## src/hw/rtl/mts_pkg.sv

```systemverilog
`timescale 1ns / 1ps

package mts_pkg;

  localparam int STACK_DEPTH = 256;
  localparam int VALUE_WIDTH = 32;
  localparam int ADDR_W      = $clog2(STACK_DEPTH);
  localparam int FILL_W      = $clog2(STACK_DEPTH + 1);
  localparam int ENTRY_W     = 2 * VALUE_WIDTH;

  // in_mode codes
  localparam logic MODE_PUSH = 1'b0;
  localparam logic MODE_POP  = 1'b1;

  typedef enum logic [1:0] {
    ERR_NONE      = 2'd0,
    ERR_POP_EMPTY = 2'd1,
    ERR_PUSH_FULL = 2'd2
  } err_t;

  // controller -> datapath
  typedef struct packed {
    logic do_push;   // store new top, spill old top to RAM
    logic do_pop;    // drop top, fetch next one from RAM
    logic load_top;  // take RAM read data into top registers
  } cmd_t;

  // datapath -> controller
  typedef struct packed {
    logic empty;
    logic full;
    logic one;
  } stat_t;

endpackage

```

## src/hw/rtl/mts_ctrl.sv

```systemverilog
`timescale 1ns / 1ps

module mts_ctrl (
  input  logic           clk,
  input  logic           rst_n,
  input  logic           start,
  input  logic           in_mode,
  input  mts_pkg::stat_t stat,
  output mts_pkg::cmd_t  cmd,
  output logic           busy,
  output logic           out_valid,
  output mts_pkg::err_t  err
);

  typedef enum logic [2:0] {
    ST_IDLE = 3'b001,
    ST_LOAD = 3'b010,
    ST_OUT  = 3'b100
  } state_t;

  state_t        state_r, state_nxt;
  mts_pkg::err_t err_r, err_nxt;
  logic          accept;

  assign accept = start && !busy;

  always_comb begin
    state_nxt = state_r;
    err_nxt   = err_r;
    cmd       = '0;
    unique case (state_r)
      ST_IDLE: begin
        if (accept) begin
          err_nxt   = mts_pkg::ERR_NONE;
          state_nxt = ST_OUT;
          if (in_mode == mts_pkg::MODE_PUSH) begin
            if (stat.full) begin
              err_nxt = mts_pkg::ERR_PUSH_FULL;
            end else begin
              cmd.do_push = 1'b1;
            end
          end else begin
            if (stat.empty) begin
              err_nxt = mts_pkg::ERR_POP_EMPTY;
            end else begin
              cmd.do_pop = 1'b1;
              // more than one entry: next top must come back from RAM
              if (!stat.one) begin
                state_nxt = ST_LOAD;
              end
            end
          end
        end
      end
      ST_LOAD: begin
        cmd.load_top = 1'b1;
        state_nxt    = ST_OUT;
      end
      ST_OUT: begin
        state_nxt = ST_IDLE;
      end
      default: begin
        state_nxt = ST_IDLE;
      end
    endcase
  end

  always_ff @(posedge clk) begin
    if (!rst_n) begin
      state_r <= ST_IDLE;
      err_r   <= mts_pkg::ERR_NONE;
    end else begin
      state_r <= state_nxt;
      err_r   <= err_nxt;
    end
  end

  assign busy      = (state_r != ST_IDLE);
  assign out_valid = (state_r == ST_OUT);
  assign err       = err_r;

endmodule

```

## config.mk

```make
export PLATFORM = sky130hd
export DESIGN_NAME = mts_ctrl
export DESIGN_NICKNAME = d
export VERILOG_FILES = /design/src/hw/rtl/mts_pkg.sv /design/src/hw/rtl/mts_ctrl.sv
export SDC_FILE = /design/constraint.sdc
export NUM_CORES = 1
export LEC_CHECK = 0
export ABC_AREA = 1
export BUFFER_PORTS_ARGS = -buffer_cell sky130_fd_sc_hd__buf_2
export CAP_MARGIN = 5
export CORE_AREA = 2 2 39 41
export CTS_CLUSTER_SIZE = 40
export DETAILED_ROUTE_END_ITERATION = 10
export DIE_AREA = 0 0 41 43
export SETUP_SLACK_MARGIN = 0.3
export SYNTH_ARGS = -nofsm -noshare
export SYNTH_HDL_FRONTEND = slang
export SYNTH_SLANG_ARGS = --single-unit
```

## constraint.sdc

```tcl
create_clock -name clk -period 0.8 [get_ports clk]
set_input_delay 0.16 -clock clk [delete_from_list [all_inputs] [get_ports clk]]
set_output_delay 0.16 -clock clk [all_outputs]
set_load 0.1 [all_outputs]
```

==> results_dict.tcl, run 1 <==
set metrics [dict create \
    status "complete, but fails checks" \
    failed_checks "setup timing" \
    ys_types 14 \
    die_area_sq_mm 0.00176 \
    grt_use_met1_pct 12.7 \
    synth_seq_cells 5 \
    nets 76 \
    grt_overflow 0 \
    grt_pass1_wl_microns 1350 \
    min_period_ns 1.31 \
    setup_tns_ns -3.93 \
    rsz0062_at_grt "yes" \
    critPathTopFamily "flip-flops" \
    syn_area_sq_um 258 \
    top_usage_layer "met2" \
    clock_skew_ns 0.00207 \
    holdPathStages 2 \
    min_from "rst_n" \
    worstPathRequired_ns 0.64 \
    cts_tree "done" \
    synthSimpleGateAreaFrac_pct 47.1 \
    r2r_slack_ns -0.30 \
    setup_slack_ns -0.514 \
    regArea_sq_um 116 \
    via_per_inst 4.26 \
    final_util_pct 51.1 \
    cts.htree.levels 1 \
    drive_above_1_share_pct 70.6 \
    critPathMaxFanout 3 \
    critPathBufInv 2 \
    ys_warn_count 0 \
    area_delta_synth_final_pct 174 \
    crit_slowest_cell "dfxtp_4" \
    synth_xor_xnor_area_share_pct 0 \
    grtUsageMet2_pct 19.1 \
    fillers 129 \
    num_rows 14 \
    dpl.hpwl_microns 627 \
    die_width_microns 41 \
    grt_max_degree 7 \
    setup_viol 12 \
    port_buffers 13 \
    cts-hold-fix-buffers 0 \
    ant_nets 0 \
    num_vias 358 \
    multi_input_area_sq_um 195 \
    synth_fa_ha_area_share_pct 0 \
    drc 0 \
    routedWlPerCell_microns 10.8 \
    synth_compound_area_share_pct 3.88 \
    cp_cell_sequence "buf_6, nor3_4, buf_12" \
    r2r-start "state_r[0]" \
    synth_cells 36 \
    clkTransAtPathRegs_ns 0.04 \
    endpoint_kind "primary output" \
    root_buffer "clkbuf_4" \
    synth.avg_cell_area_sq_um 7.16 \
    antenna_cells 0 \
    die_height_microns 43 \
    worstMarginPinSlew_ns 0.299 \
    io-pin-count 14 \
    slew_headroom_pct 79.9 \
    grt_use_met3_pct 3.14 \
    clock_sinks 5 \
    synth_top_family_by_area "simple AND/OR/NAND/NOR gates" \
    routed_wl_microns 907 \
    maxCapViolCount 0 \
    cts_buffers 3 \
    crit_type "register to primary output" \
    hold_path_class "input pin to register" \
    coreArea_sq_mm 0.00138 \
    synth_nets 43 \
    power_mw 1.04 \
    clock_latency_ns 0.24 \
    r2r-end "state_r[0]" \
    startpoint_type "register" \
    ir_drop_uv 538 \
    grt_usage_pct 11.9 \
    min_to "state_r[0]" \
    power_density_mw_per_mm2 1470 \
    reg2reg_depth 5 \
    fmax_mhz 761 \
    slew_viol_final 0 \
    critPathMaxStageDelay_ns 0.35 \
    p_leak_nw 0.327 \
    synth.area.mux_share_pct 0 \
    hold_viol 0 \
    crit_arrival_ns 1.15 \
    synth.yosys.seq_area_share_pct 38.8 \
    initial_core_util_pct 18.6 \
    period_share_pct 164 \
    drt-initial-drc-count 3 \
    clk_path_buf_depth 2 \
    grt_pass1_vias 322 \
    first_pass_iters 4 \
    antenna_found_initial 0 \
    place.gp.congestion 0.771 \
]
-- stage by stage --
step / cells / hold WS, ns / area [sq um] / setup slack, ns
2_1_floorplan: 36 / 0.239 / 328 / -0.739
3_3_place_gp: 74 / 0.403 / 598 / -0.308
3_5_place_dp: 74 / 0.399 / 598 / -0.320
4_1_cts: 82 / 0.157 / 686 / -0.514
5_1_grt: 84 / 0.174 / 707 / -0.564
6_report: 84 / 0.162 / 707 / -0.514
-- cell usage in the layout, fill, tap and decap left out, types with 3 or more instances in the layout --
| cell type | n |
|---|---|
| clkbuf_4 | 3 |
| nor3_4 | 4 |
| buf_12 | 8 |
| dfxtp_4 | 4 |
| nor2_1 | 5 |
| buf_6 | 6 |
| nand2_1 | 4 |
| buf_4 | 8 |
| inv_1 | 4 |
| buf_2 | 6 |
-- worst max-delay path by stage --
| stage | from | to | cells after the start |
|---|---|---|---|
| after floorplan | state_r[2] | cmd[1] | 3 |
| after global placement | state_r[1] | cmd[1] | 4 |
| after detailed placement | state_r[1] | cmd[1] | 4 |
| after CTS | state_r[0] | cmd[0] | 3 |
| after global routing | state_r[2] | cmd[2] | 4 |
| final | state_r[0] | cmd[0] | 3 |
-- routing by layer --
metal / wire length (microns) / up-vias / share of wire (%)
met5: 0 / - / 0
met1: 347 / 160 / 38
met2: 494 / 16 / 54
met3: 47 / 2 / 5.2
li1: - / 180 / -
met4: 17 / 0 / 1.9
-- kinds of logic after synthesis --
logic type,count (synthesis)
DFF,5
AOI/OAI and AO/OA,2
buffers and inverters,7
and+or+nand+nor,22
-- flip-flops by register name, summed over array words and instances (netlist names) --
signal   cells
err          2
state_r      3
-- cells in the mapped netlist --
master | n | share of area [%]
and3_1 | 1 | 2.4
dfxtp_1 | 5 | 39
inv_1 | 6 | 8.7
inv_2 | 1 | 1.5
nand2_1 | 5 | 7.3
nand3_2 | 1 | 3.9
nand4_1 | 2 | 4.9
nand4_2 | 1 | 4.9
nor2_1 | 5 | 7.3
nor2_2 | 2 | 4.9
nor3_1 | 4 | 7.8
nor3_2 | 1 | 3.9
o21ai_0 | 1 | 1.9
o21ai_1 | 1 | 1.9
-- where the power goes --
part           switching (mW)  internal, mW
Sequential             0.0209         0.264
Combinational           0.267         0.192
Clock                   0.106         0.189
-- repair_timing --
| item | CTS | global route |
|---|---|---|
| gates resized for setup | 7 | 2 |
| cloned | 0 | 0 |
| endpoints found under the setup margin | 12 | 12 |
| setup buffers | 4 | 2 |
| pin swaps | 2 | 0 |
| hold endpoints to repair | 0 | 0 |
-- cell type report --
type                            instances  share of cell area [%]
Sequential cell                         5                    16.5
Inverter                                7                    4.42
Tap cell                               16                    2.83
Multi-Input combinational cell         24                    27.6
Clock buffer                            4                    3.72
Timing Repair Buffer                   28                    45.0
Note: power is estimated with default switching activity, not from simulation.
==> run 2, diff against run 1 <==
--- a/config.mk
+++ b/config.mk
@@ -6,12 +6,12 @@
 export NUM_CORES = 1
 export LEC_CHECK = 0
 export ABC_AREA = 1
-export BUFFER_PORTS_ARGS = -buffer_cell sky130_fd_sc_hd__buf_2
 export CAP_MARGIN = 5
 export CORE_AREA = 2 2 39 41
 export CTS_CLUSTER_SIZE = 40
 export DETAILED_ROUTE_END_ITERATION = 10
 export DIE_AREA = 0 0 41 43
+export DONT_BUFFER_PORTS = 1
 export SETUP_SLACK_MARGIN = 0.3
 export SYNTH_ARGS = -nofsm -noshare
 export SYNTH_HDL_FRONTEND = slang
==> run 2 against run 1 <==
- the run ends with hold timing, setup timing left
- hold slack got worse by 0.17 ns
- total power is 5.8% lower
- via count is 10% lower
- critical path type unchanged
- critical endpoint unchanged
- highest routed layer unchanged
==> results_dict.tcl, run 2 (synthesis gave the netlist of run 1 again) <==
set metrics [dict create \
    status "complete, but fails checks" \
    failed_checks "hold timing, setup timing" \
    num_rows 14 \
    clkTransAtPathRegs_ns 0.05 \
    dpl.hpwl_microns 617 \
    clk_path_buf_depth 2 \
    num_vias 322 \
    endpoint_kind "primary output" \
    nets 66 \
    cts.htree.levels 1 \
    fillers 130 \
    hold_path_class "input pin to register" \
    cts_tree "done" \
    ir_drop_uv 698 \
    port_buffers 0 \
    antenna_found_initial 0 \
    drc 0 \
    startpoint_type "register" \
    die_width_microns 41 \
    fmax_mhz 764 \
    maxCapViolCount 0 \
    setup_slack_ns -0.509 \
    critPathMaxStageDelay_ns 0.35 \
    coreArea_sq_mm 0.00138 \
    finalNonFillerCells 74 \
    crit_arrival_ns 1.15 \
    clock_skew_ns 0.00537 \
    clock_latency_ns 0.25 \
    clock_sinks 5 \
    die_height_microns 43 \
    hold_ws_ns -0.00892 \
    worstMarginPinSlew_ns 0.256 \
    largest_reg_flops 3 \
    antenna_cells 0 \
    crit_type "register to primary output" \
    layout_common_cells "buf_4, buf_12, nand2_1" \
    via_per_inst 4.35 \
    slew_viol_final 0 \
    routedWlPerCell_microns 10.0 \
    worstPathRequired_ns 0.64 \
    rsz0062_at_grt "yes" \
    root_buffer "clkbuf_4" \
    final_common_cell "buf_4" \
    grt_usage_pct 11.7 \
    setup_viol 12 \
    drt-initial-drc-count 0 \
    place.gp.congestion 0.721 \
    power_density_mw_per_mm2 1580 \
    crit_slowest_cell "dfxtp_4" \
    first_pass_iters 1 \
    area_delta_synth_final_pct 140 \
    ant_nets 0 \
    hold_viol 1 \
    routed_wl_microns 743 \
    grt_pass1_vias 314 \
    grt_pass1_wl_microns 1260 \
    largest-register "state_r" \
    drive_above_1_share_pct 67.2 \
    die_area_sq_mm 0.00176 \
    grt_max_degree 7 \
    cp_cell_sequence "inv_4, buf_4, nor3_4, buf_12" \
    period_share_pct 164 \
    slew_headroom_pct 82.8 \
    dp_cells 66 \
    critPathMaxFanout 3 \
    dpl_worst_slack_ns -0.317 \
    min_period_ns 1.31 \
    p_leak_nw 0.271 \
    grt_overflow 0 \
    initial_core_util_pct 18.6 \
    io-pin-count 14 \
    cts_buffers 3 \
]
==> run 2: area by class of cell <==
class | count | area, sq um | share of cell area [%]
Tap cell | 16 | 20.0 | 3.23
Inverter | 7 | 33.8 | 5.45
Multi-Input combinational cell | 24 | 193 | 31.1
Timing Repair Buffer | 18 | 230 | 37.2
Sequential cell | 5 | 116 | 18.8
Clock buffer | 4 | 26.3 | 4.24
==> run 2: stage by stage <==
step	setup TNS (ns)	cell area [sq um]	power [mW]	utilization, %
detailed placement	-2.27	528	0.628	38.2
global placement	-2.13	528	0.624	38.2
global route	-4.23	619	1.02	44.8
CTS	-3.82	598	0.971	43.2
floorplan	-5.38	328	0.520	-
finish	-3.67	619	0.978	44.8
==> run 2: power by group <==
group | leakage, nW | switching, mW | total (mW) | internal, mW
clock | 0.0150 | 0.113 | 0.302 | 0.189
combinational | 0.212 | 0.239 | 0.394 | 0.155
sequential | 0.0437 | 0.0186 | 0.283 | 0.264
==> run 2: worst paths after layout <==
path,start,endpoint,slack (ns),cells after the start
worst max register to register,state_r[1],state_r[2],-0.30,7
worst max-delay path,state_r[1],cmd[0],-0.51,4
worst min-delay path,rst_n,state_r[0],-0.009,1
worst min register to register,err[0],err[0],0.51,2
==> run 2: what timing repair did <==
item | in CTS | in global routing
hold endpoints to repair | 1 | 1
setup endpoints to repair | 12 | 12
gates cloned | 0 | 0
pin swaps | 3 | 3
buffers inserted | 3 | 1
resized for setup | 5 | 5
==> run 2: per-layer routing <==
layer	vias up	part of all wire, %	GRT usage [%]
met5	-	0	0
met4	0	4.2	12.0
met3	4	12	6.28
met2	13	53	17.2
met1	141	31	10.3
li1	164	-	-
==> run 2: worst max-delay path: cells and delay by family (launching register included) <==
family / cells / cell delay [ns]
flops: 1 / 0.35
buf+inv: 3 / 0.38
simple gates: 1 / 0.17
==> run 3, diff against run 2 <==
--- a/config.mk
+++ b/config.mk
@@ -13,6 +13,7 @@
 export DIE_AREA = 0 0 41 43
 export DONT_BUFFER_PORTS = 1
 export SETUP_SLACK_MARGIN = 0.3
+export SKIP_CTS_REPAIR_TIMING = 1
 export SYNTH_ARGS = -nofsm -noshare
 export SYNTH_HDL_FRONTEND = slang
 export SYNTH_SLANG_ARGS = --single-unit
==> run 3 against run 2 <==
- setup slack lost 0.0027 ns
- largest cell class unchanged
- sequential power barely moved
- cell count stayed put
- highest routed layer unchanged
- cell area fell by 0.40%
- critical path type unchanged
- the flow still finishes with violations (hold timing, setup timing)
- routed wire length is 10% higher
- via count increased by 1.2%
==> results_dict.tcl, run 3 (synthesis gave the netlist of run 1 again) <==
set metrics [dict create \
    swShare_pct 37.9 \
    crit_type "register to primary output" \
    power_uw 984 \
    failed_checks "hold timing, setup timing" \
    clock_sinks 5 \
    io-pin-count 14 \
    p_seq_share_pct 28.7 \
    fin_area_sq_um 617 \
    drt-initial-drc-count 2 \
    maxCapViolCount 0 \
    cts.htree.levels 1 \
    min_period_ns 1.31 \
    hold_ws_ns -0.0109 \
    first_pass_iters 4 \
    final_util_pct 44.6 \
    worstMarginPinSlew_ns 0.313 \
    slew_viol_final 0 \
    slew_headroom_pct 79.0 \
    antenna_cells 0 \
    status "complete, but fails checks" \
    setup_slack_ns -0.511 \
    die_height_microns 43 \
    power_density_mw_per_mm2 1590 \
    worstPathRequired_ns 0.64 \
    clkPwrFrac_pct 31.0 \
    endpoint_kind "primary output" \
    nets 66 \
    dp_cells 66 \
    num_vias 326 \
    drive_above_1_share_pct 63.8 \
    setup_viol 12 \
    grt_max_degree 7 \
    dpl_worst_slack_ns -0.317 \
    ant_nets 0 \
    crit_arrival_ns 1.15 \
    hold_viol 1 \
    clock_latency_ns 0.25 \
    port_buffers 0 \
    fmax_mhz 763 \
    coreArea_sq_mm 0.00138 \
    root_buffer "clkbuf_4" \
    grt_pass1_vias 301 \
    antenna_found_initial 0 \
    routed_wl_microns 819 \
    period_share_pct 164 \
    clock_skew_ns 0.00483 \
    r2r_slack_ns -0.25 \
    largest-register "state_r" \
    setup_tns_ns -3.64 \
    clk_path_buf_depth 2 \
    dpl.hpwl_microns 617 \
    finalNonFillerCells 74 \
    p_leak_nw 0.273 \
    grt_overflow 0 \
    clkTransAtPathRegs_ns 0.04 \
    die_area_sq_mm 0.00176 \
    place.gp.congestion 0.721 \
    die_width_microns 41 \
    initial_core_util_pct 18.6 \
    cts_tree "done" \
    critPathMaxFanout 2 \
    p_int_uw 611 \
    grt_pass1_wl_microns 1170 \
    routedWlPerCell_microns 11.1 \
    layout_common_cells "buf_4, buf_12, nor2_1, nand2_1" \
    ir_drop_uv 692 \
    hold_path_class "input pin to register" \
    via_per_inst 4.41 \
    cts_buffers 3 \
    num_rows 14 \
    largest_reg_flops 3 \
    combPwrFrac_pct 40.3 \
    grt_usage_pct 10.9 \
    dpl_cell_area_sq_um 528 \
    drc 0 \
    p_sw_uw 373 \
    startpoint_type "register" \
    area_delta_synth_final_pct 139 \
    rsz0062_at_grt "yes" \
    final_common_cell "buf_4" \
]
## run 3: cell counts in the layout (fill, tap and decap cells not counted)
No cell type changed its count.
## run 3: critical path, stage by stage (launching register included)
cell and delay (ns):
dfxtp_2 0.33, buf_4 0.14, nor3_4 0.23, buf_12 0.20
## run 3: layout make-up
class | count | area, sq um
fillers | 129 | 767
repair buffers | 18 | 230
multi-input cells | 24 | 193
flip-flops and latches | 5 | 116
inverters | 7 | 31.3
clock buffers | 4 | 26.3
well taps | 16 | 20.0
## run 3: path summary, 6_finish.rpt
path	from	endpoint	cells past startpoint
worst max register to register	state_r[2]	state_r[2]	5
worst min-delay path	rst_n	state_r[0]	1
worst max-delay path	state_r[2]	cmd[0]	3
worst min register to register	err[0]	err[0]	2
## run 3: power by group through the flow
stage	clock network (mW)	logic, mW	registers, mW
after floorplan	0	0.165	0.356
after global placement	0	0.337	0.287
after detailed placement	0	0.341	0.288
after CTS	0.310	0.341	0.283
after global routing	0.321	0.416	0.285
final	0.305	0.397	0.282
## run 3: routing by layer
layer	GRT usage [%]	routed length, microns	vias to the layer above
met5	0	0	-
met3	6.28	81	4
li1	-	-	161
met1	9.32	238	147
met2	15.6	466	14
met4	12.0	33	0
